File: config.mk
export PLATFORM = sky130hd
export DESIGN_NAME = ppt_run_grouper
export DESIGN_NICKNAME = d
export VERILOG_FILES = /design/src/design/prg_pkg.sv /design/src/design/prg_score.sv /design/src/design/ppt_run_grouper.sv
export SDC_FILE = /design/constraint.sdc
export NUM_CORES = 1
export LEC_CHECK = 0
export BUFFER_PORTS_ARGS = -buffer_cell sky130_fd_sc_hd__buf_2
export CELL_PAD_IN_SITES_DETAIL_PLACEMENT = 0
export CELL_PAD_IN_SITES_GLOBAL_PLACEMENT = 2
export CORE_AREA = 5 5 242 244
export DETAILED_ROUTE_END_ITERATION = 10
export DIE_AREA = 0 0 247 249
export GPL_TIMING_DRIVEN = 1
export PLACE_DENSITY_LB_ADDON = 0.1
export SYNTH_ARGS = -nofsm -noshare
export SYNTH_HDL_FRONTEND = slang
export SYNTH_SLANG_ARGS = --single-unit
File: constraint.sdc
create_clock -name i_clk -period 15.3 [get_ports i_clk]
set_clock_uncertainty 0.15 [all_clocks]
set_input_delay 0.765 -clock i_clk [delete_from_list [all_inputs] [get_ports i_clk]]
set_output_delay 0.765 -clock i_clk [all_outputs]
set_load 0.01 [all_outputs]
File: src/design/prg_pkg.sv
// ----------------------------------------------------------------------------
// prg_pkg
// shared constants and types for the polypurine run grouper
// ----------------------------------------------------------------------------
`default_nettype none

package prg_pkg;

    localparam int MAX_RADIUS = 1024;

    localparam int POS_W   = 11;
    localparam int REG_W   = 11;
    localparam int FRAC_W  = 16;
    localparam int SCORE_W = FRAC_W + 1;
    localparam int SQ_W    = 2 * REG_W;

    // decoded state codes
    localparam logic [1:0] ST_PPT  = 2'd0;
    localparam logic [1:0] ST_BG   = 2'd1;
    localparam logic [1:0] ST_UBOX = 2'd2;
    localparam logic [1:0] ST_UNK  = 2'd3;

    // configuration register indexes
    localparam int CFG_IDX_W = 3;
    localparam logic [CFG_IDX_W-1:0] CFG_RADIUS        = 3'd0;
    localparam logic [CFG_IDX_W-1:0] CFG_PPT_LEN_MIN   = 3'd1;
    localparam logic [CFG_IDX_W-1:0] CFG_PPT_LEN_MAX   = 3'd2;
    localparam logic [CFG_IDX_W-1:0] CFG_UBOX_LEN_MIN  = 3'd3;
    localparam logic [CFG_IDX_W-1:0] CFG_UBOX_LEN_MAX  = 3'd4;
    localparam logic [CFG_IDX_W-1:0] CFG_MAX_UBOX_DIST = 3'd5;
    localparam logic [CFG_IDX_W-1:0] CFG_REVERSE       = 3'd6;

    // configuration reset values
    localparam logic [REG_W-1:0] RST_RADIUS        = 11'd30;
    localparam logic [REG_W-1:0] RST_PPT_LEN_MIN   = 11'd5;
    localparam logic [REG_W-1:0] RST_PPT_LEN_MAX   = 11'd15;
    localparam logic [REG_W-1:0] RST_UBOX_LEN_MIN  = 11'd2;
    localparam logic [REG_W-1:0] RST_UBOX_LEN_MAX  = 11'd15;
    localparam logic [REG_W-1:0] RST_MAX_UBOX_DIST = 11'd0;

    // request to the score unit
    typedef struct packed {
        logic             start;
        logic [REG_W-1:0] radius;
        logic [POS_W-1:0] run_end;
    } t_score_req;

    // answer from the score unit
    typedef struct packed {
        logic               done;
        logic [SCORE_W-1:0] score;
    } t_score_rsp;

endpackage

`default_nettype wire

File: src/design/prg_score.sv
// ----------------------------------------------------------------------------
// prg_score
// iterative score unit: one shared multiplier squares radius and distance,
// then a restoring divider yields one quotient bit per cycle
// ----------------------------------------------------------------------------
`default_nettype none

module prg_score (
    input  wire                 i_clk,
    input  wire                 i_rst_n,
    input  prg_pkg::t_score_req i_req,
    output prg_pkg::t_score_rsp o_rsp
);

    localparam logic [2:0] S_IDLE = 3'd0;
    localparam logic [2:0] S_SQR  = 3'd1;
    localparam logic [2:0] S_SQD  = 3'd2;
    localparam logic [2:0] S_SUB  = 3'd3;
    localparam logic [2:0] S_DIV  = 3'd4;

    localparam int CNT_W = $clog2(prg_pkg::SCORE_W);
    localparam logic [CNT_W-1:0] CNT_LAST = CNT_W'(prg_pkg::SCORE_W - 1);

    logic [2:0]                    r_state, n_state;
    logic [prg_pkg::REG_W-1:0]     r_rad;
    logic [prg_pkg::REG_W-1:0]     r_dist;
    logic [prg_pkg::SQ_W-1:0]      r_r2;
    logic [prg_pkg::SQ_W:0]        r_rem;
    logic [prg_pkg::SCORE_W-1:0]   r_quot;
    logic [CNT_W-1:0]              r_cnt;
    logic                          r_done;

    logic [prg_pkg::REG_W-1:0]     dist_in;
    logic [prg_pkg::REG_W-1:0]     mul_a;
    logic [prg_pkg::SQ_W-1:0]      prod;
    logic                          ge;
    logic [prg_pkg::SQ_W:0]        diff;

    // distance of the run end from position radius, one past the window centre
    always_comb begin
        if (i_req.run_end > i_req.radius) begin
            dist_in = i_req.run_end - i_req.radius;
        end else begin
            dist_in = i_req.radius - i_req.run_end;
        end
    end

    // shared multiplier
    assign mul_a = (r_state == S_SQR) ? r_rad : r_dist;
    assign prod  = mul_a * mul_a;

    // divider step
    assign ge   = (r_rem >= {1'b0, r_r2});
    assign diff = ge ? (r_rem - {1'b0, r_r2}) : r_rem;

    always_comb begin
        n_state = r_state;
        unique case (r_state)
            S_IDLE: begin
                if (i_req.start) n_state = S_SQR;
            end
            S_SQR: n_state = S_SQD;
            S_SQD: n_state = S_SUB;
            S_SUB: n_state = S_DIV;
            S_DIV: begin
                if (r_cnt == CNT_LAST) n_state = S_IDLE;
            end
            default: n_state = S_IDLE;
        endcase
    end

    always_ff @(posedge i_clk) begin
        if (!i_rst_n) begin
            r_state <= S_IDLE;
            r_done  <= 1'b0;
        end else begin
            r_state <= n_state;
            r_done  <= (r_state == S_DIV) && (r_cnt == CNT_LAST);
        end
    end

    always_ff @(posedge i_clk) begin
        unique case (r_state)
            S_IDLE: begin
                r_rad  <= i_req.radius;
                r_dist <= dist_in;
            end
            S_SQR: r_r2 <= prod;
            S_SQD: r_rem <= {1'b0, prod};
            S_SUB: begin
                r_rem  <= (r_rem <= {1'b0, r_r2}) ? ({1'b0, r_r2} - r_rem) : '0;
                r_cnt  <= '0;
                r_quot <= '0;
            end
            S_DIV: begin
                r_quot <= {r_quot[prg_pkg::SCORE_W-2:0], ge};
                r_rem  <= {diff[prg_pkg::SQ_W-1:0], 1'b0};
                r_cnt  <= r_cnt + 1'b1;
            end
            default: begin
                r_cnt <= '0;
            end
        endcase
    end

    assign o_rsp.done  = r_done;
    assign o_rsp.score = r_quot;

endmodule

`default_nettype wire

File: src/design/ppt_run_grouper.sv
// ----------------------------------------------------------------------------
// ppt_run_grouper
// groups decoded model states into runs and reports accepted polypurine runs
// ----------------------------------------------------------------------------
// One decoded state is taken per transfer. A state that closes no accepted
// polypurine run is absorbed without stalling input. A state that closes one
// starts the score unit: the shared multiplier squares radius and then
// distance, a further step forms the numerator, and the divider gives one of
// the 17 quotient bits per cycle, after which the hit is offered. Input stays
// stalled from that transfer until the hit has been taken downstream.
`default_nettype none

module ppt_run_grouper (
    input  wire                               i_clk,
    input  wire                               i_rst_n,
    input  wire                               i_in_valid,
    output logic                              o_in_stall,
    input  wire  [1:0]                        i_state_code,
    output logic                              o_out_valid,
    input  wire                               i_out_stall,
    output logic [prg_pkg::POS_W-1:0]         o_ppt_start,
    output logic [prg_pkg::POS_W-1:0]         o_ppt_end,
    output logic [prg_pkg::SCORE_W-1:0]       o_score,
    output logic                              o_has_ubox,
    output logic [prg_pkg::POS_W-1:0]         o_ubox_start,
    output logic [prg_pkg::POS_W-1:0]         o_ubox_end,
    output logic                              o_strand_tag,
    input  wire                               i_cfg_we,
    input  wire  [prg_pkg::CFG_IDX_W-1:0]     i_cfg_idx,
    input  wire  [prg_pkg::REG_W-1:0]         i_cfg_data
);

    localparam logic [1:0] T_IDLE = 2'd0;
    localparam logic [1:0] T_BUSY = 2'd1;
    localparam logic [1:0] T_HOLD = 2'd2;

    localparam int PW = prg_pkg::POS_W;
    localparam int RW = prg_pkg::REG_W;

    typedef struct packed {
        logic          valid;
        logic [PW-1:0] start;
        logic [PW-1:0] stop;
    } t_pend;

    typedef struct packed {
        t_pend pend;
        logic  hit;
        logic  pair;
    } t_close;

    // configuration
    logic [RW-1:0] r_radius, r_ppt_min, r_ppt_max, r_ubox_min, r_ubox_max, r_dist;
    logic          r_reverse;

    // run tracking
    logic [1:0]    r_state, n_state;
    logic [PW-1:0] r_pos, n_pos;
    logic [1:0]    r_prev;
    logic [PW-1:0] r_run_start, n_run_start;
    t_pend         r_pend, n_pend;

    // held result
    logic [PW-1:0]               r_out_ppt_start, r_out_ppt_end;
    logic [PW-1:0]               r_out_ubox_start, r_out_ubox_end;
    logic                        r_out_has_ubox, r_out_strand;
    logic [prg_pkg::SCORE_W-1:0] r_out_score;

    logic                 accept;
    logic [RW-1:0]        rad_eff;
    logic [PW:0]          last;
    logic [PW-1:0]        p;
    logic                 c1, is_last, hit1, hit2, hit;
    t_close               cl1, cl2;
    t_pend                pend1;
    logic [PW-1:0]        rs1;
    logic [PW-1:0]        hit_s, hit_e, hit_us, hit_ue;
    logic                 hit_pair;
    prg_pkg::t_score_req  score_req;
    prg_pkg::t_score_rsp  score_rsp;

    function automatic t_close close_run(
        input logic [1:0]    st,
        input logic [PW-1:0] s,
        input logic [PW-1:0] e,
        input t_pend         pin,
        input logic [RW-1:0] p_min,
        input logic [RW-1:0] p_max,
        input logic [RW-1:0] u_min,
        input logic [RW-1:0] u_max,
        input logic [RW-1:0] gap_max
    );
        logic [PW:0] len;
        logic [PW:0] gap;
        t_close      res;
        len      = {1'b0, e} - {1'b0, s} + 1'b1;
        gap      = {1'b0, s} - {1'b0, pin.stop};
        res.pend = pin;
        res.hit  = 1'b0;
        res.pair = 1'b0;
        if (st == prg_pkg::ST_UBOX) begin
            if (len >= {1'b0, u_min} && len <= {1'b0, u_max}) begin
                res.pend.valid = 1'b1;
                res.pend.start = s;
                res.pend.stop  = e;
            end
        end else begin
            if (st == prg_pkg::ST_PPT && len >= {1'b0, p_min} && len <= {1'b0, p_max}) begin
                res.hit  = 1'b1;
                res.pair = pin.valid && (gap <= {1'b0, gap_max});
            end
            res.pend = '0;
        end
        return res;
    endfunction

    assign accept     = i_in_valid && !o_in_stall;
    assign o_in_stall = (r_state != T_IDLE);

    // effective radius and window end
    always_comb begin
        if (r_radius == '0) begin
            rad_eff = RW'(1);
        end else if (32'(r_radius) > prg_pkg::MAX_RADIUS) begin
            rad_eff = RW'(prg_pkg::MAX_RADIUS);
        end else begin
            rad_eff = r_radius;
        end
    end

    assign last = {rad_eff, 1'b0} - (PW+1)'(2);
    assign p    = ({1'b0, r_pos} > last) ? last[PW-1:0] : r_pos;

    always_comb begin
        c1      = (p != '0) && (i_state_code != r_prev);
        cl1     = close_run(r_prev, r_run_start, p - 1'b1, r_pend,
                            r_ppt_min, r_ppt_max, r_ubox_min, r_ubox_max, r_dist);
        pend1   = c1 ? cl1.pend : r_pend;
        if (p == '0) begin
            rs1 = '0;
        end else if (c1) begin
            rs1 = p;
        end else begin
            rs1 = r_run_start;
        end
        is_last = ({1'b0, p} == last);
        cl2     = close_run(i_state_code, rs1, p, pend1,
                            r_ppt_min, r_ppt_max, r_ubox_min, r_ubox_max, r_dist);
        hit1    = c1 && cl1.hit;
        hit2    = is_last && cl2.hit;
        hit     = hit1 || hit2;

        if (hit1) begin
            hit_s    = r_run_start;
            hit_e    = p - 1'b1;
            hit_pair = cl1.pair;
            hit_us   = cl1.pair ? r_pend.start : '0;
            hit_ue   = cl1.pair ? r_pend.stop : '0;
        end else begin
            hit_s    = rs1;
            hit_e    = p;
            hit_pair = cl2.pair;
            hit_us   = cl2.pair ? pend1.start : '0;
            hit_ue   = cl2.pair ? pend1.stop : '0;
        end

        n_run_start = rs1;
        n_pend      = is_last ? '0 : pend1;
        n_pos       = is_last ? '0 : p + 1'b1;
    end

    always_comb begin
        n_state = r_state;
        unique case (r_state)
            T_IDLE: begin
                if (accept && hit) n_state = T_BUSY;
            end
            T_BUSY: begin
                if (score_rsp.done) n_state = T_HOLD;
            end
            T_HOLD: begin
                if (!i_out_stall) n_state = T_IDLE;
            end
            default: n_state = T_IDLE;
        endcase
    end

    always_ff @(posedge i_clk) begin
        if (!i_rst_n) begin
            r_state     <= T_IDLE;
            r_pos       <= '0;
            r_prev      <= prg_pkg::ST_PPT;
            r_run_start <= '0;
            r_pend      <= '0;
        end else begin
            r_state <= n_state;
            if (accept) begin
                r_pos       <= n_pos;
                r_prev      <= i_state_code;
                r_run_start <= n_run_start;
                r_pend      <= n_pend;
            end
        end
    end

    always_ff @(posedge i_clk) begin
        if (!i_rst_n) begin
            r_radius   <= prg_pkg::RST_RADIUS;
            r_ppt_min  <= prg_pkg::RST_PPT_LEN_MIN;
            r_ppt_max  <= prg_pkg::RST_PPT_LEN_MAX;
            r_ubox_min <= prg_pkg::RST_UBOX_LEN_MIN;
            r_ubox_max <= prg_pkg::RST_UBOX_LEN_MAX;
            r_dist     <= prg_pkg::RST_MAX_UBOX_DIST;
            r_reverse  <= 1'b0;
        end else if (i_cfg_we) begin
            unique case (i_cfg_idx)
                prg_pkg::CFG_RADIUS:        r_radius   <= i_cfg_data;
                prg_pkg::CFG_PPT_LEN_MIN:   r_ppt_min  <= i_cfg_data;
                prg_pkg::CFG_PPT_LEN_MAX:   r_ppt_max  <= i_cfg_data;
                prg_pkg::CFG_UBOX_LEN_MIN:  r_ubox_min <= i_cfg_data;
                prg_pkg::CFG_UBOX_LEN_MAX:  r_ubox_max <= i_cfg_data;
                prg_pkg::CFG_MAX_UBOX_DIST: r_dist     <= i_cfg_data;
                prg_pkg::CFG_REVERSE:       r_reverse  <= i_cfg_data[0];
                default: ;
            endcase
        end
    end

    // result payload
    always_ff @(posedge i_clk) begin
        if (accept && hit) begin
            r_out_ppt_start  <= hit_s;
            r_out_ppt_end    <= hit_e;
            r_out_has_ubox   <= hit_pair;
            r_out_ubox_start <= hit_us;
            r_out_ubox_end   <= hit_ue;
            r_out_strand     <= r_reverse;
        end
        if (r_state == T_BUSY && score_rsp.done) begin
            r_out_score <= score_rsp.score;
        end
    end

    assign score_req.start   = accept && hit;
    assign score_req.radius  = rad_eff;
    assign score_req.run_end = hit_e;

    prg_score u_score (
        .i_clk   (i_clk),
        .i_rst_n (i_rst_n),
        .i_req   (score_req),
        .o_rsp   (score_rsp)
    );

    assign o_out_valid  = (r_state == T_HOLD);
    assign o_ppt_start  = r_out_ppt_start;
    assign o_ppt_end    = r_out_ppt_end;
    assign o_score      = r_out_score;
    assign o_has_ubox   = r_out_has_ubox;
    assign o_ubox_start = r_out_ubox_start;
    assign o_ubox_end   = r_out_ubox_end;
    assign o_strand_tag = r_out_strand;

endmodule

`default_nettype wire

Yosys cells after proc, flatten, opt, wreduce, memory -nomap -nowiden
Cells that the tools add are included.

storage, ports and cells
  word-level logic and storage cells = 153
  flip-flop bits (word level) = 272
  output and inout port bits = 65
  memories kept = 0
  RAM bits = 0
  bits in latches = 0
  memory bits (read-only) = 0

cells by class
  multipliers = 1
  eq/ne operators = 22
  multiplexer cells = 37
  bitwise gates (word level) = 0
  $add $sub $neg = 14
  shift-type cells = 0
  div/mod/pow operators = 0
  reduce and logical (&&, ||, !) cells = 37
  $lt $le $gt $ge = 13

operators by type and width
  cell                                                  number
  2-to-1 mux 11 bit                                     16
  2-to-1 mux 23 bit                                     5
  one-hot mux 23 bit (3 select lines)                   1
  <= comparator 12 x 11 -> 1 bit                        5
  subtractor 11 x 11 -> 12 bit                          4
  >= comparator 12 x 11 -> 1 bit                        3
  one-hot mux 17 bit (2 select lines)                   1
  adder 12 x 1 -> 12 bit (second input constant)        2
  >= comparator 23 x 22 -> 1 bit                        1
  <= comparator 23 x 22 -> 1 bit                        1
  subtractor 22 x 23 -> 23 bit                          1
  zero test 11 bit                                      2
  multiplier 11 x 11 -> 22 bit                          1
  2-to-1 mux 22 bit                                     1
  subtractor 11 bit                                     2
  subtractor 22 bit                                     1
  AND reduction 2 bit                                   8
  one-hot mux 3 bit (5 select lines)                    1
  logical AND 1 bit                                     14
  2-to-1 mux 2 bit                                      7
  equality test 11 x 12 -> 1 bit                        1
  equality test 3 x 2 -> 1 bit (second input constant)  4
  equality test 3 bit (second input constant)           4
  > comparator 11 x 12 -> 1 bit                         1
  other kinds (26)                                      37

Logic depth before layout (Yosys ltp)
Gate-level depths: netlist (run 1).

  depth in word-level cells = 24
  gate-level depth with buffers = 61

Modules after synthesis
From an unflattened synthesis (run 1), not the netlist that was laid out.

unflattened totals
  cell total of the unflattened synthesis = 2553
  area total of the unflattened synthesis = 22870.7 sq um

modules (own cells, without submodules)
  module           cells each  area each (sq um)  times used  sequential area each (sq um)
  ppt_run_grouper  1448        12629.6            1           4214.0
  prg_score        1105        10241.1            1           2722.6

Worst setup path before layout (run 1)
No wires, ideal clock.

  kind = register -> register
  start = register r_radius[0]
  end = register r_out_ubox_start[1], in the netlist o_ubox_start[1], data pin
  arrival = 10.605 ns
  data required time = 14.894 ns
  path slack = 4.289 ns
  setup time = 0.256 ns
  stages on the path, launching flop included = 59
  cells stage by stage = dfxtp_1 -> buf_2 -> or4_1 -> nand2b_1 -> o21ai_0 -> inv_1 -> ha_1 -> a211oi_1 -> o21ai_0 -> o22a_4 -> or2b_2 -> nand3_4 -> buf_1 -> nor2_1 -> a21oi_1 -> ha_1 -> buf_1 -> xnor2_1 -> [23 not listed] -> o21ai_0 -> nand2b_1 -> a21o_1 -> a21o_1 -> a21oi_1 -> nor2b_1 -> o21ai_0 -> nand2b_1 -> a21oi_1 -> xnor2_1 -> ha_1 -> nand4_1 -> nor3_1 -> o2111a_1 -> o21a_1 -> a21o_1 -> buf_2 -> a22o_1

on the way
  cells in the longest elaborated chain, start to end = 21
  elaborated cells on any way between the ends = 42

ends and longest elaborated chain
  element                          line                    source
  from (decl)                      ppt_run_grouper.sv:53   logic [RW-1:0] r_radius, r_ppt_min, r_ppt_max, r_ubox_min, r_ubox_max, r_dist;
  from (signal assigned)           ppt_run_grouper.sv:208  r_radius <= prg_pkg::RST_RADIUS;
  from (signal assigned)           ppt_run_grouper.sv:217  prg_pkg::CFG_RADIUS: r_radius <= i_cfg_data;
  > comparator 11 bit              ppt_run_grouper.sv:124  end else if (32'(r_radius) > prg_pkg::MAX_RADIUS) begin
  2-to-1 mux 11 bit                ppt_run_grouper.sv:124
  2-to-1 mux 11 bit (*)            ppt_run_grouper.sv:122  if (r_radius == '0) begin
  subtractor 12 x 2 -> 12 bit (*)  ppt_run_grouper.sv:131  assign last = {rad_eff, 1'b0} - (PW+1)'(2);
  > comparator 11 x 12 -> 1 bit    ppt_run_grouper.sv:132  assign p = ({1'b0, r_pos} > last) ? last[PW-1:0] : r_pos;
  2-to-1 mux 11 bit (*)            ppt_run_grouper.sv:132
  subtractor 11 x 1 -> 11 bit      ppt_run_grouper.sv:136  cl1 = close_run(r_prev, r_run_start, p - 1'b1, r_pend,
  subtractor 11 x 11 -> 12 bit     ppt_run_grouper.sv:96   len = {1'b0, e} - {1'b0, s} + 1'b1;
  [6 not listed]                   -
  subtractor 11 x 11 -> 12 bit     ppt_run_grouper.sv:97   gap = {1'b0, s} - {1'b0, pin.stop};
  <= comparator 12 x 11 -> 1 bit   ppt_run_grouper.sv:110  res.pair = pin.valid && (gap <= {1'b0, gap_max});
  logical AND 1 bit                ppt_run_grouper.sv:110
  2-to-1 mux 2 bit                 ppt_run_grouper.sv:108  if (st == prg_pkg::ST_PPT && len >= {1'b0, p_min} && len <= {1'b0, p_max}) begin
  2-to-1 mux 2 bit                 ppt_run_grouper.sv:101  if (st == prg_pkg::ST_UBOX) begin
  2-to-1 mux 11 bit                ppt_run_grouper.sv:163  hit_us = cl2.pair ? pend1.start : '0;
  2-to-1 mux 11 bit (*)            ppt_run_grouper.sv:153  if (hit1) begin
  net hit_us[1]                    ppt_run_grouper.sv:77   logic [PW-1:0] hit_s, hit_e, hit_us, hit_ue;
  to (signal assigned)             ppt_run_grouper.sv:235  r_out_ubox_start <= hit_us;
  to (decl)                        ppt_run_grouper.sv:65   logic [PW-1:0] r_out_ubox_start, r_out_ubox_end;

Mark *: on every way through the listed nets, which the timed path passes. The rest lies on a longest branch.
A chain may end at the register's enable or synchronous reset.

Final worst setup path (run 1)
  start = register r_radius[0]
  end = register r_out_ubox_start[3], in the netlist o_ubox_start[3], data pin

Same word-level chain as after synthesis.

==> results.yml, run 1 <==
worst_hold_path:
  min_path_cells: 0
  hold_end: "o_score[16]"
  hp-class: "reg2reg"
  hold_start: "u_score.r_quot[16]"
logic_synthesis:
  netlist.area_leader.share_pct: 20.5
  synth.avg_cell_area_um2: 8.89
  synth-adder-area-share_pct: 22.0
  synth_cells: 2489
  ys_ff_latch: 271
  yosysWarnings: 0
  synth_top_family_by_area: "adder cells"
  synth_xor_area_share_pct: 5.54
  synth.yosys.seq_area_share_pct: 31.4
  synth.area.top_cells: "edfxtp_1, ha_1, dfxtp_1, fa_1, inv_1"
  ys_types: 86
  synthTopCellsByCount: "inv_1, nand2_1, ha_1, edfxtp_1, a21oi_1"
  synth_mux_area_share_pct: 1.77
  synth_edf_count: 151
  yosys.area.top_type: "edfxtp_1"
  yosysMostFrequentCell: "inv_1"
  synth_area_um2: 22100
  synth_compound_area_share_pct: 17.3
  synthArstFlopShare_pct: 0
  ys.flop_type: "edfxtp_1"
  synth-simple-area-share_pct: 15.0
  synth_fp_nets: 2857
cells_and_area:
  drive_gt1_share_pct: 8.03
  layout.cells.non_filler: 3320
  syn2layout_area_growth_pct: 10.8
  nets: 2906
  nFillCells: 5568
  diodes: 0
place:
  place_hpwl_mm: 51.8
  dp_slack_ns: 2.97
  finalWeightedCongestion: 0.896
  placement.io_buffers: 85
  placed_cells: 3258
timing:
  rsz0062_at_grt: "no"
  setup_tns_ns: 0
  hold_violations: 0
  setup_violations: 0
  max_freq_ghz: 0.0804
  hold_slack_ns: 0.270
  tightest_slew_ns: 1.12
  max_slew_margin_pct: 24.5
  fin_ws_ns: 2.86
  finalCritPeriodShare_pct: 81.3
  min_period_ns: 12.44
  slew_viol_final: 0
floorplanning:
  start_util_pct: 39.5
  die-area_um2: 61500
  row_count: 87
  die_w_um: 247
  io_pins: 86
  die_y_um: 249
  core-area_um2: 56100
flow_run:
  cap_violations: 0
routing:
  wl_mm: 67.0
  dr.pass1.iters: 5
  vias: 17600
  drt_iter0_markers: 961
  viasPerCell: 5.30
  wl_per_cell_um: 20.2
  drc_errors: 0
  postRouteAntennaNets: 0
critical_path:
  reg2reg_slack_ns: 2.86
  crit_buf_inv: 2
  r2r-start: "r_radius[0]"
  required_ns: 15.44
  r2r-end: "o_ubox_start[3]"
  end_kind: "flop"
  criticalPathCategory: "reg2reg"
  crit_top_cell: "ha_1"
  rr_worst_depth: 50
  path_max_fanout: 26
  cp_slowest_cell: "or4_1"
  crit_arrival_ns: 12.57
  cp_top_family: "compound AO/OA/AOI/OAI gates"
  worst-path-stages: 50
  start_kind: "flop"
  max_stage_delay_ns: 0.62
clock_tree:
  cts-root-buf: "clkbuf_16"
  cts_hold_buffers: 0
  cts_tree: "done"
  clockBufferDepth: 3
  clock_latency_ns: 0.55
  cts_resized: 0
  cts.sinks: 271
  cts_buffers: 34
  cts_max_level: 2
  clk_pin_slew_ns: 0.06
  cts_setup_buffers: 0
global_routing:
  grt-ovfl-total: 0
  antenna_found_initial: 0
  grt_pass1_wl_mm: 105
  grt_pass1_vias: 17600
  grt_max_degree: 78
  grt_use_total_pct: 21.6
status:
  status: "complete, no violations"
[worst max path at each step]
stage,startpoint,endpoint
floorplan,r_radius[0],o_ubox_start[1]
global placement,r_radius[0],o_ubox_end[5]
detailed placement,r_radius[0],o_ubox_end[10]
CTS,r_radius[0],o_ubox_end[6]
global route,r_radius[0],u_score.r_dist[5]
finish,r_radius[0],o_ubox_start[3]
[state kept, by name (all words and copies together) (netlist names), 5 cells and up]
name	count
u_score.r_rem	23
r_pos	11
r_ppt_max	11
u_score.r_quot	17
o_ppt_start	11
o_ubox_start	11
r_pend	23
o_ubox_end	11
u_score.r_cnt	5
r_run_start	11
r_ubox_max	11
r_ppt_min	11
u_score.r_rad	11
u_score.r_r2	21
o_score	17
o_ppt_end	11
r_radius	11
r_dist	11
r_ubox_min	11
u_score.r_dist	11
[cells in the final DEF, fill, tap and decap left out, types with 14 or more instances in the layout]
master	synthesis	routed
clkbuf_16	0	36
xor2_1	40	40
buf_4	1	28
o21ai_0	101	99
fa_1	69	69
o221ai_1	16	16
and3_1	34	34
mux2i_1	32	32
a22oi_1	29	29
o21a_1	34	34
nor2b_1	46	46
ha_1	278	278
buf_2	9	84
inv_1	301	300
o211ai_1	14	14
nand2b_1	35	35
nor2_1	145	145
nand3_1	40	40
nand4_1	23	23
dfxtp_1	120	120
nor3_1	39	37
o21bai_1	24	24
edfxtp_1	151	151
nand2_1	290	290
or2_2	15	15
a21boi_0	77	77
a21o_1	55	55
a21oi_1	147	147
xnor2_1	98	98
[layer usage]
metal	wire length, um	vias up	share of wire, %	global-route usage, %
li1	-	8672	-	-
met1	28200	8559	42	26.5
met2	34700	275	52	39.4
met3	1780	104	2.7	2.27
met4	2350	0	3.5	6.82
met5	0	-	0	0
[worst register-to-register path, delay by kind of cell (launching register included)]
family	cells	cell delay, ns
XOR/XNOR	3	0.88
buffers and inverters	2	0.15
AO/OA/AOI/OAI	20	4.73
adder cells (fa/ha/maj)	7	2.27
AND/OR/NAND/NOR	18	3.61
flip-flops	1	0.40
[per-stage QoR]
| step | area (um^2) | util, % |
|---|---|---|
| 2_1_floorplan | 22100 | - |
| 3_3_place_gp | 23300 | 41.6 |
| 3_5_place_dp | 23300 | 41.6 |
| 4_1_cts | 24500 | 43.7 |
| 5_1_grt | 24500 | 43.7 |
| 6_report | 24500 | 43.7 |
[kinds of logic after synthesis]
kind of cell	after synthesis
simple gates	714
compound gates	579
buf+inv	402
fa+ha+maj	347
flops	271
xor+xnor	139
mux	37
[layout make-up]
class                           instances  area [um^2]  area share (%)
Sequential cell                       271         6940            28.3
Clock inverter                         15          193           0.786
Clock buffer                           47          972            3.97
Inverter                              303         1140            4.66
Tap cell                              756          946            3.86
Multi-Input combinational cell       1816        13700            55.8
Timing Repair Buffer                  112          631            2.57
Power of run 1 is not shown: default switching activity piles up to over one toggle a cycle in this logic, so the estimate is an artifact.
==> run 2, diff against run 1 <==
- CORE_AREA: 5 5 242 244 -> 5 5 254 256
- DIE_AREA: 0 0 247 249 -> 0 0 259 261
- clock period: 15.3 -> 11.34 ns (I/O delays scaled with it)
==> run 2 against run 1 <==
First-iteration DRC count grew 7.2%. Non-clock buffer count grew 50. Critical path depth grew 2. Register-to-register slack lost 2.2 ns. Sequential share of layout area shrank 0.91 points. Cell count grew 4.5%. Fmax grew 17%. Critical path type unchanged. Critical endpoint is now o_ubox_start[0].
==> results.yml, run 2 (same netlist as run 1, synthesis figures left out) <==
routing:
  wl_mm: 69.9
  drt_iter0_markers: 1030
  drc_errors: 0
  wl_per_cell_um: 20.1
  route.met2.wl_mm: 36.0
  postRouteAntennaNets: 0
  wl_met3_mm: 2.02
  dr.pass1.iters: 5
  viasPerCell: 5.13
  topRoutingLayerUsed: "met4"
  routedLengthMet1_mm: 29.5
  vias: 17800
clock_tree:
  cts_max_level: 2
  cts.sinks: 271
  cts_tree: "done"
  cts_hold_buffers: 0
  cts_buffers: 38
  clk_pin_slew_ns: 0.06
  clock_latency_ns: 0.58
  cts-root-buf: "clkbuf_16"
  clockBufferDepth: 3
floorplanning:
  core-area_um2: 62300
  start_util_pct: 35.5
  die_y_um: 261
  die-area_um2: 67600
  io_pins: 86
  die_w_um: 259
  row_count: 92
timing:
  max_slew_margin_pct: 20.0
  max_freq_ghz: 0.0940
  finalCritPeriodShare_pct: 93.9
  slew_viol_final: 0
  fin_ws_ns: 0.696
  setup_violations: 0
  min_period_ns: 10.64
  hold_violations: 0
  tightest_slew_ns: 1.20
  setup_tns_ns: 0
critical_path:
  cp_slowest_cell: "or4_4"
  required_ns: 11.51
  end_kind: "flop"
  crit_top_cell: "ha_1"
  r2r-start: "r_radius[0]"
  max_stage_delay_ns: 0.56
  cp-startpoint: "r_radius[0]"
  reg2reg_slack_ns: 0.70
  cp_top_family: "compound AO/OA/AOI/OAI gates"
  worst-path-stages: 52
  path_max_fanout: 11
  start_kind: "flop"
  crit_arrival_ns: 10.82
  r2r-end: "o_ubox_start[0]"
  criticalPathCategory: "reg2reg"
  crit_end: "o_ubox_start[0]"
  crit_buf_inv: 5
  rr_worst_depth: 52
cells_and_area:
  reg_top3: "r_pend: 23 flops, u_score.r_rem: 23 flops, u_score.r_r2: 21 flops"
  seq_area_um2: 6940
  nFillCells: 6316
  layout_commonest_cell: "inv_1"
  mostFrequentLayoutCells: "inv_1, nand2_1, ha_1, edfxtp_1, nor2_1"
  nets: 2961
  multi_input_area_um2: 13900
  syn2layout_area_growth_pct: 14.5
  drive_gt1_share_pct: 11.4
  diodes: 0
global_routing:
  antenna_found_initial: 0
  grt_use_total_pct: 20.3
  grt_pass1_wl_mm: 107
  grt_max_degree: 109
  grt_pass1_vias: 17800
  grt-ovfl-total: 0
place:
  dp_slack_ns: 0.000620
  finalWeightedCongestion: 0.876
  placement.io_buffers: 85
  place_hpwl_mm: 53.6
flow_run:
  cap_violations: 0
status:
  status: "complete, no violations"
worst_hold_path:
  hp-class: "in2reg"
[run 2: cell types whose count changed in the layout (fill, tap and decap cells not counted), sizes merged]
| cell | delta |
|---|---|
| inv | -4 |
| clkinv | +3 |
| buf | +50 |
| clkbuf | +4 |
| bufinv | +1 |
| clkinvlp | +4 |
| nand3 | +1 |
[run 2: how the worst min path moves through the flow]
stage | start | end | cells after the start
after floorplan | u_score.r_quot[16] | o_score[16] | 0
after global placement | u_score.r_quot[16] | o_score[16] | 0
after detailed placement | u_score.r_quot[16] | o_score[16] | 0
after CTS | i_out_stall | r_state[1] | 3
after global routing | i_out_stall | r_state[1] | 3
final | i_out_stall | r_state[1] | 3
[run 2: worst min-delay path: cells and delay by family]
family	cells	cell delay, ns
AND/OR/NAND/NOR	1	0.10
buffers and inverters	1	0.08
AO/OA/AOI/OAI	1	0.05
[run 2: what timing repair did]
action | 4_1_cts | 5_1_grt
pin swaps | 0 | 16
gates cloned | 0 | 1
resized for setup | 3 | 50
setup endpoints to repair | 12 | 33
setup buffers | 0 | 9
[run 2: metal layers]
layer / vias to the layer above / global-route usage, %
met5: - / 0
met4: 0 / 7.04
met3: 113 / 2.12
met2: 308 / 37.1
met1: 8626 / 24.9
li1: 8760 / -
[run 2: layout make-up]
class	count	share of cell area, %
repair buffers	162	4.04
clock buffers	51	3.99
multi-input cells	1817	54.9
inverters	303	4.51
well taps	846	4.18
flip-flops and latches	271	27.4
clock inverters	19	1.01
[run 2: per-stage QoR]
step / cells / area, um^2 / util [%] / hold slack (ns)
after global routing: 3469 / 25300 / 40.7 / 0.113
after global placement: 3389 / 23800 / 38.2 / 0.253
final: 3469 / 25300 / 40.7 / 0.100
after floorplan: 2489 / 22100 / - / 0.250
after CTS: 3459 / 25100 / 40.2 / 0.0641
after detailed placement: 3389 / 23800 / 38.2 / 0.257
Power of run 2 is left out for the same reason.
==> run 3, diff against run 2 <==
- CORE_AREA: 5 5 254 256 -> 5 5 255 257
- DIE_AREA: 0 0 259 261 -> 0 0 260 262
- SYNTH_HIERARCHICAL: unset -> 1
==> run 3 against run 2 <==
Synthesized cell count up 2.6%. Fmax down 3.5%. Clock-buffer cell count down 12. Setup slack worse by 0.39 ns. Non-clock buffer count up 30. Register-to-register slack worse by 0.39 ns. Critical path depth up 4. First-iteration DRC count down 1.3%. Die area up 0.77%. Utilization up 1.4 points. Worst hold slack better by 0.028 ns. Critical path type unchanged. Critical endpoint is now o_ubox_end[8]. Largest cell class unchanged.
==> results.yml, run 3 <==
logic_synthesis:
  synth_area_um2: 22900
  synth.yosys.seq_area_share_pct: 30.3
  synthTopCellsByCount: "inv_1, nand2_1, ha_1, edfxtp_1, nor2_1"
  yosys.area.top_type: "edfxtp_1"
  synth_fp_nets: 2925
  synth_xor_area_share_pct: 5.21
  yosysMostFrequentCell: "inv_1"
  synth_edf_count: 151
  ys_ff_latch: 271
  yosysWarnings: 6
  synth.area.top_cells: "edfxtp_1, ha_1, dfxtp_1, fa_1, inv_1"
  synthArstFlopShare_pct: 0
  ys.flop_type: "edfxtp_1"
  synth_cells: 2553
  synth_mux_area_share_pct: 2.95
  netlist.area_leader.share_pct: 19.8
  synth.avg_cell_area_um2: 8.96
  synth_top_family_by_area: "adder cells"
  synth-simple-area-share_pct: 14.9
  synth-adder-area-share_pct: 21.5
  synth_compound_area_share_pct: 17.8
  ys_types: 87
place:
  finalWeightedCongestion: 0.892
  placed_cell_area_um2: 24700
  place_hpwl_mm: 57.8
  placement.io_buffers: 85
routing:
  postRouteAntennaNets: 0
  drt_iter0_markers: 1017
  vias: 18900
  dr.pass1.iters: 5
  wl_per_cell_um: 21.1
  viasPerCell: 5.31
  wl_mm: 74.8
  drc_errors: 0
cells_and_area:
  nFillCells: 6251
  mostFrequentLayoutCells: "inv_1, nand2_1, ha_1, edfxtp_1, nor2_1"
  layout_commonest_cell: "inv_1"
  reg_top3: "r_pend: 23 flops, u_score/r_rem: 23 flops, u_score/r_r2: 21 flops"
  nets: 3057
  drive_gt1_share_pct: 13.1
  post-route-cell-area_um2: 26300
  diodes: 0
  syn2layout_area_growth_pct: 15.0
global_routing:
  grt_pass1_vias: 19000
  grt_pass1_wl_mm: 113
  antenna_found_initial: 0
  grt-ovfl-total: 0
  grt_max_degree: 67
  grt_use_total_pct: 21.4
clock_tree:
  clock_latency_ns: 0.56
  cts_buffers: 34
  cts.sinks: 271
  clockBufferDepth: 3
  cts_max_level: 2
  cts-root-buf: "clkbuf_16"
  cts_tree: "done"
  cts_hold_buffers: 0
  clk_pin_slew_ns: 0.06
floorplanning:
  die-area_um2: 68100
  start_util_pct: 36.6
  row_count: 92
  die_y_um: 262
  die_w_um: 260
  core-area_um2: 62500
  io_pins: 86
critical_path:
  cp_top_family: "compound AO/OA/AOI/OAI gates"
  crit_arrival_ns: 11.18
  rr_worst_depth: 56
  end_kind: "flop"
  max_stage_delay_ns: 0.42
  worst-path-stages: 56
  crit_buf_inv: 7
  path_max_fanout: 9
  crit_top_cell: "ha_4"
  criticalPathCategory: "reg2reg"
  start_kind: "flop"
  required_ns: 11.49
  cp_slowest_cell: "or4_4"
timing:
  finalCritPeriodShare_pct: 97.3
  tightest_slew_ns: 1.12
  setup_violations: 0
  setup_tns_ns: 0
  max_slew_margin_pct: 23.7
  hold_slack_ns: 0.128
  slew_viol_final: 0
  min_period_ns: 11.03
  hold_violations: 0
  max_freq_ghz: 0.0907
  rsz0062_at_grt: "yes"
worst_hold_path:
  hp-class: "in2reg"
  min_path_cells: 3
flow_run:
  cap_violations: 0
status:
  status: "complete, no violations"
run 3: cell count changes after synthesis, moves of 14 or more:
cell,previous run,this run
a22oi_1,29,8
inv_1,301,327
nand3_1,40,59
mux2i_1,32,46
o211ai_1,14,31
mux2_2,2,18
a22o_1,13,48
a21oi_1,147,100
a21boi_0,77,59
run 3: logic make-up after synthesis:
kind of cell / Yosys count
adder cells (fa/ha/maj): 351
AND/OR/NAND/NOR: 722
AO/OA/AOI/OAI: 582
buffers and inverters: 426
flip-flops: 271
XOR/XNOR: 136
multiplexers: 65
run 3: area by class of cell:
cell class,count,area [um^2],area share (%)
Clock inverter,19,215,0.819
Inverter,329,1230,4.70
Timing Repair Buffer,192,1260,4.80
Clock buffer,39,880,3.35
Sequential cell,271,6940,26.4
Tap cell,846,1060,4.03
Multi-Input combinational cell,1857,14700,55.9
run 3: timing repair:
item	in CTS	in global routing
buffers inserted	0	16
pin swaps	2	52
gates resized for setup	11	54
cloned	0	2
setup endpoints to repair	24	33
run 3: final timing paths:
kind / start / endpoint / slack (ns)
worst max register to register: r_radius[2] / o_ubox_end[8] / 0.31
worst min-delay path: i_out_stall / r_state[1] / 0.13
worst max-delay path: r_radius[2] / o_ubox_end[8] / 0.31
worst min register to register: u_score/r_quot[16] / o_score[16] / 0.27
run 3: metrics by stage:
step	setup WS (ns)	std cells	util (%)
floorplan	0.00608	2553	-
global placement	0.0652	3477	39.6
detailed placement	-0.225	3477	39.6
CTS	0.0570	3535	41.4
global route	-0.348	3553	42.1
finish	0.310	3553	42.1
run 3: metal layers:
layer / GRT usage, % / part of all wire, % / up-vias
met5: 0 / 0 / -
met4: 7.50 / 3.7 / 0
met3: 2.47 / 3.3 / 126
met1: 26.1 / 42 / 9210
met2: 39.1 / 51 / 358
li1: - / - / 9190
run 3: tightest hold or removal path, stage by stage:
cell and delay (ns):
buf_2 0.07, a21oi_1 0.05, nor2b_1 0.09
Power of run 3 is left out for the same reason.
